File: config.mk
export PLATFORM = sky130hd
export DESIGN_NAME = imht_front
export DESIGN_NICKNAME = d
export VERILOG_FILES = /design/src/rtl/imht_pkg.sv /design/src/rtl/imht_front.sv
export SDC_FILE = /design/constraint.sdc
export NUM_CORES = 1
export LEC_CHECK = 0
export BUFFER_PORTS_ARGS = -buffer_cell sky130_fd_sc_hd__buf_4
export CORE_UTILIZATION = 55
export CTS_CLUSTER_SIZE = 8
export DETAILED_ROUTE_END_ITERATION = 8
export PLACE_DENSITY_LB_ADDON = 0.3
export SETUP_SLACK_MARGIN = 0.1
export SKIP_CTS_REPAIR_TIMING = 1
export SLEW_MARGIN = 20
export SYNTH_ARGS = -nofsm -noshare
export SYNTH_HDL_FRONTEND = slang
export SYNTH_SLANG_ARGS = --single-unit
File: constraint.sdc
create_clock -name clk -period 5.2 [get_ports clk]
set_input_delay 0.52 -clock clk [delete_from_list [all_inputs] [get_ports clk]]
set_output_delay 0.52 -clock clk [all_outputs]
set_load 0.01 [all_outputs]
File: src/rtl/imht_pkg.sv
// Shared types, constants and codes for the indexed min-heap timer unit.
// No dependencies; every other file imports this package.
`timescale 1ns / 1ps
`default_nettype none
package imht_pkg;

  localparam int HEAP_CAPACITY = 64;
  localparam int HEAP_AW = $clog2(HEAP_CAPACITY);
  localparam int CNT_W = HEAP_AW + 1;
  localparam int KEY_SPACE = 1024;
  localparam int KEY_W = 10;
  localparam int DL_W = 48;
  localparam int TMO_W = 31;
  localparam int ELP_W = 16;
  localparam int MAX_EXPIRE_PER_ITEM = 63;
  localparam int EXP_W = 6;
  localparam int CMDQ_DEPTH = 2;

  typedef enum logic [1:0] {
    OP_ADD     = 2'd0,
    OP_ADJUST  = 2'd1,
    OP_ADVANCE = 2'd2,
    OP_CLEAR   = 2'd3
  } op_t;

  typedef enum logic [1:0] {
    KIND_EXPIRED = 2'd0,
    KIND_REPORT  = 2'd1,
    KIND_ACK     = 2'd2,
    KIND_ERROR   = 2'd3
  } kind_t;

  typedef enum logic [1:0] {
    ERR_NONE    = 2'd0,
    ERR_FULL    = 2'd1,
    ERR_UNKNOWN = 2'd2,
    ERR_RSVD    = 2'd3
  } err_t;

  localparam logic signed [31:0] REM_EMPTY = -32'sd1;
  localparam logic [31:0] REM_SAT = 32'h7FFF_FFFF;

  typedef struct packed {
    op_t              op;
    logic [KEY_W-1:0] key;
    logic [TMO_W-1:0] timeout;
    logic [ELP_W-1:0] elapsed;
  } cmd_t;

  typedef struct packed {
    logic [KEY_W-1:0] key;
    logic [DL_W-1:0]  dl;
  } heap_ent_t;

endpackage
`default_nettype wire

File: src/rtl/imht_front.sv
// Front end: accepts input words, decodes the operation and queues commands.
// Depends on imht_pkg.
`timescale 1ns / 1ps
`default_nettype none
module imht_front (
  input  wire logic                  clk,
  input  wire logic                  rst,
  input  wire logic                  in_valid,
  output      logic                  in_ready,
  input  wire logic [1:0]            operation,
  input  wire logic [9:0]            key,
  input  wire logic [30:0]           timeout_ms,
  input  wire logic [15:0]           elapsed_ms,
  output      logic                  cmd_valid,
  input  wire logic                  cmd_ready,
  output      imht_pkg::cmd_t        cmd
);
  import imht_pkg::*;

  cmd_t q [CMDQ_DEPTH];
  logic wr_ptr;
  logic rd_ptr;
  logic [1:0] fill;
  cmd_t in_cmd;
  logic push;
  logic pop;

  always_comb begin
    in_cmd.op      = op_t'(operation);
    // key space matches the key width, so the reduced key is the key itself
    in_cmd.key     = key;
    in_cmd.timeout = timeout_ms;
    in_cmd.elapsed = elapsed_ms;
  end

  assign in_ready  = (fill != 2'(CMDQ_DEPTH));
  assign cmd_valid = (fill != 2'd0);
  assign cmd       = q[rd_ptr];
  assign push      = in_valid && in_ready;
  assign pop       = cmd_valid && cmd_ready;

  always_ff @(posedge clk) begin
    if (push) begin
      q[wr_ptr] <= in_cmd;
    end
  end

  always_ff @(posedge clk) begin
    if (rst) begin
      wr_ptr <= 1'b0;
      rd_ptr <= 1'b0;
      fill   <= 2'd0;
    end else begin
      if (push) begin
        wr_ptr <= ~wr_ptr;
      end
      if (pop) begin
        rd_ptr <= ~rd_ptr;
      end
      fill <= fill + 2'(push) - 2'(pop);
    end
  end

endmodule
`default_nettype wire

Yosys cells after proc, flatten, opt, wreduce, memory -nomap -nowiden
Memories as Yosys holds them, arrays and structs flattened. A register that Yosys moved wholly into a read port is not among the register bits. Cells that the tools add are included.

Register bits after elaboration: 4. Bits in latches: 0. Bits in writable memories: 118. Memory bits (read-only): 0. Bits of input ports: 63. Output and inout bits: 61. Word-level logic and storage cells: 16. Memories kept: 1.

Add/subtract/negate cells: 2. Multiply operators: 0. Div/mod/pow operators: 0. Magnitude comparators: 0. Eq/ne operators: 1. Shift-type cells: 0. Muxes and demuxes: 4. Bitwise logic cells: 2. Reduce and logical (&&, ||, !) cells: 3.

Memories: q (depth 2, bits a word 59, read ports 1, clocked after Yosys merged registers in 1, wr ports 1, RTL line imht_front.sv:20) `cmd_t q [CMDQ_DEPTH];`.

Operator list (number): 1-bit two-way mux (4); 2-bit by 1-bit adder with 2-bit output (1); 1-bit logical AND (2); 2-bit != test, second input constant (1); 1-bit NOT (2); 2-bit nonzero test (1); 2-bit by 1-bit subtractor with 2-bit output (1).

Depth between registers and ports, before layout
Word-level depth: 4. Mapped depth: 8. Mapped depth without buffers: 8.

Worst setup path before layout
No wires, ideal clock.

Kind: flip-flop to flip-flop. From: reg fill[0]. To: mem q[0][0] in the netlist's numbering (enable). Setup time: 476 ps. Arrival time: 3115 ps. Data required time: 4724 ps. Setup slack: 1609 ps. Cell stages (with the launch flop): 4. Path buffers: 0. Clock period less this slack: 3591 ps. Path through: dfxtp_1 > nand2b_1 > nand2_1 > nor2_1.

Longest elaborated chain between the ends: 4.

RTL lines: start, declared (RTL line imht_front.sv:23) `logic [1:0] fill;`; start signal, assigned (RTL line imht_front.sv:60) `fill <= fill + 2'(push) - 2'(pop);`; 2-bit != test (RTL line imht_front.sv:36) `assign in_ready = (fill != 2'(CMDQ_DEPTH));`; via in_ready (RTL line imht_front.sv:9) `output logic in_ready,`; 1-bit logical AND (RTL line imht_front.sv:39) `assign push = in_valid && in_ready;`; 1-bit two-way mux (RTL line imht_front.sv:43) `if (push) begin`; 1-bit two-way mux (implied by the code) (RTL line imht_front.sv:44) `q[wr_ptr] <= in_cmd;`; end, declared (RTL line imht_front.sv:20).

The timed path passes the listed nets, and every way through them passes these cells.

==> results by group <==
Die
  – Count of standard-cell rows: 32
  – Full die area: 0.008604 sq mm
  – Total I/O pin count: approximately 120
  – Die Y: slightly above 90 um
  – Overall die width: roughly 93 um
  – Core region area: about 0.0078 sq mm
  – Initial standard-cell utilization of the core: between 50 and 60%

Global route
  – Number of antenna violations at the first check in global routing: 0
  – Largest net degree at the start of global routing: 60
  – Wire length of the first global-routing pass: 12070 um
  – Combined global-route utilization of all metal layers: between 10% and 20%
  – Total global routing overflow: 0
  – Vias in the first global route: around 2500

Finish
  – NumNets Final: 411
  – Post-layout instance count excluding filler cells: between 400 and 500
  – Area Overhead vs Synth: 35.76%
  – Share of final-layout standard cells stronger than drive strength 1: 61.17%
  – Final antenna diode count: 0
  – Filler instances: between 400 and 500
  – Core occupancy in the finished layout: 78.38%

Critical path
  – R2R Path Start: fill[0]$_SDFF_PP0_
  – Worst path top cell family by delay: flip-flops
  – Endpoint class of the critical path: output pin
  – Slowest Stage Delay on Critical Path: 0.81 ns
  – Buffer and inverter count on the worst path: 2
  – Maximum fanout count along the critical path: 31
  – CP arrival: about 2.4 ns
  – Kind of start point of the critical path: flip-flop
  – Slowest cell on the critical path: dfxtp_2
  – Cell seen most often among critical-path stages: buf_4
  – Kind of critical path: reg2out
  – CP required: approximately 4.7 ns
  – Critical-path cell list: buf_4, mux2_2, buf_4

Logic synthesis
  – Count of warnings emitted by yosys: 0
  – Seq/Total Area, Yosys: 80.42%
  – Combinational family with the most area after synthesis: multiplexers
  – Register bit count reported by yosys: 123
  – Cells after synthesis: about 210
  – Xor/xnor share of the synthesized area: less than 1%
  – Basic-gate share of the synthesized area counting and, or, nand and nor cells: around 1.2%
  – Syn nets: between 200 and 300
  – Average cell area after synthesis: approximately 22 sq um
  – Compound-cell area share of the yosys netlist: less than 1%
  – Post-Synthesis Cell Area: roughly 0.0045 sq mm
  – Area share of fa/ha/maj cells after synthesis: 0.5523%
  – Post-synth cell types: 18
  – Mux contribution to synthesized area: ~16%

CTS
  – Clock Sinks: between 100 and 150
  – Clock root cell: clkbuf_8
  – Clock insertion delay at the later pin of the skew report: about 0.5 ns
  – Clock slew at the register clock pins of the worst setup and hold paths: ~0.050 ns
  – CTS tree: yes
  – Total CTS buffers: 17
  – Maximum number of buffers from clock root to sink: 2
  – Number of levels in the clock H-tree: 4

Power and ir drop
  – Total net switching power: a little under 0.0008 W
  – Relative contribution of the clock network to total power: 36.5%
  – Maximum resistive drop on vdd: between 0.0004 and 0.0005 V
  – Sequential cell fraction of total power: between 40% and 50%
  – Leakage power: ~2.4 nW
  – Fraction of power spent switching nets: between 20% and 30%
  – Cell-internal power: between 0.002 and 0.0025 W
  – Power per cell area: ~520 mW/mm^2
  – Combinational share of power: 22.1%

Routing
  – Total wire length after detailed routing: 7894 um
  – DR vias/cell: a little over 5
  – Number of violations reported at the end of detailed-routing iteration 0: 93
  – Total number of vias: around 2300
  – Average wire length per cell after detail routing: roughly 17 um
  – First-pass iteration count of the detailed router: 5
  – Number of remaining DRC errors: 0
  – Final ANT Viol Nets: 0

STA
  – Setup_tns: 0 ns
  – Highest attainable clock frequency: between 300 and 400 MHz
  – Pins Over Slew Limit: 0
  – Layout Skew: about 0.006 ns
  – Unrepaired setup endpoints after global routing: no
  – Total of endpoints with negative setup slack in the final report: 0
  – Final worst path period need: 2.914 ns
  – Share of the clock period used by the worst path: between 50% and 60%
  – Final hold violation count: 0
  – Headroom to the max-slew limit: a little under half
  – Transition time at the pin with the least slew margin: between 0.7 and 0.8 ns

Run
  – Max cap viols: 0

Place
  – Number of input and output port buffers inserted: roughly 120
  – Detailed placement HPWL: about 4800 um
  – Placed insts: between 400 and 500
  – Global placer's final weighted congestion: ~0.70

Run status
  – Result of the run: finished clean

Min path
  – Worst hold path startpoint: timeout_ms[14]
  – Path category of the worst min-delay check: in2reg
==> synth_stat cells, drive strengths merged <==
| cell | number | area (sq um) |
|---|---|---|
| inv | 1 | 3.750 |
| xnor2 | 2 | 17.52 |
| and3 | 1 | 6.260 |
| nor2b | 2 | 12.51 |
| nand2 | 1 | 3.750 |
| dfxtp | 5 | 100.1 |
| xor2 | 1 | 8.760 |
| mux2 | 60 | 713.2 |
| buf | 7 | 57.55 |
| nand2b | 1 | 6.260 |
| edfxtp | 118 | 3543 |
| nor2 | 5 | 18.77 |
| o21a | 1 | 7.510 |
| ha | 2 | 25.02 |
| or2 | 1 | 6.260 |
==> per-layer routing <==
layer	up-vias	routed length, um	GRT usage [%]
met1	1139	3046	21.92
met5	-	0	0
li1	1093	-	-
met4	0	167	10.13
met2	83	4204	33.33
met3	15	476	6.486
==> flip-flops by register name, indices dropped and copies added, names as in the netlist, named ones only <==
signal	flops
q	118
fill	2
rd_ptr	1
wr_ptr	1
==> final timing paths <==
check,to,slack (ns),depth (start not counted)
setup / recovery,cmd[12],2.29,3
hold / removal,q[1][30]$_DFFE_PP_,0.20,1
setup reg to reg,q[0][19]$_DFFE_PP_,2.99,4
hold reg to reg,flip-flop,0.53,2
==> layout make-up <==
type | instances | area (sq um) | share of cell area (%)
multi-input combinational | 77 | 834.6 | 13.57
sequential | 123 | 3645 | 59.26
clock buffer | 18 | 417.9 | 6.794
timing repair buffer | 126 | 945.9 | 15.38
tap | 102 | 127.6 | 2.075
clock inverter | 13 | 176.4 | 2.868
inverter | 1 | 3.754 | 0.06103
==> metrics by stage <==
stage          total power [W]  area, sq um  worst slack (ns)  hold WS (ns)
6_report              0.003179         6151             2.286        0.1994
2_1_floorplan         0.001733         4531             1.609        0.4810
3_5_place_dp          0.002040         5557             2.791        0.5121
3_3_place_gp          0.002022         5557             2.786        0.4970
4_1_cts               0.003213         6151             2.244        0.1763
5_1_grt               0.003303         6151             2.162        0.1777
==> cells in the final DEF (no fill, tap or decap) <==
cell type	synthesis	layout
and3_2	0	1
buf_4	0	126
bufinv_16	0	4
clkbuf_1	0	1
clkbuf_16	0	16
clkbuf_8	0	1
clkinv_1	0	1
clkinv_2	0	4
clkinv_4	0	2
clkinvlp_4	0	2
dfxtp_1	5	4
dfxtp_2	0	1
edfxtp_1	118	118
ha_1	2	2
inv_1	1	1
mux2_2	50	50
mux2_4	10	10
nand2_1	1	1
nand2b_1	1	1
nor2_1	5	4
nor2_4	0	1
nor2b_1	2	2
o21a_1	1	1
or2_2	1	1
xnor2_1	2	2
xor2_1	1	1
==> logic make-up after synthesis <==
logic type,Yosys count
AND/OR/NAND/NOR,11
adder cells (fa/ha/maj),2
flip-flops,123
XOR/XNOR,3
AO/OA/AOI/OAI,1
multiplexers,60
buffers and inverters,8
==> power groups by stage <==
stage | Clock [W] | Combinational, W | Sequential [W]
floorplan | 0 | 0.000434 | 0.00130
global placement | 0 | 0.000697 | 0.00133
detailed placement | 0 | 0.000707 | 0.00133
CTS | 0.00118 | 0.000717 | 0.00132
global route | 0.00122 | 0.000756 | 0.00133
finish | 0.00116 | 0.000704 | 0.00131
Note: power is estimated with default switching activity, not from simulation.
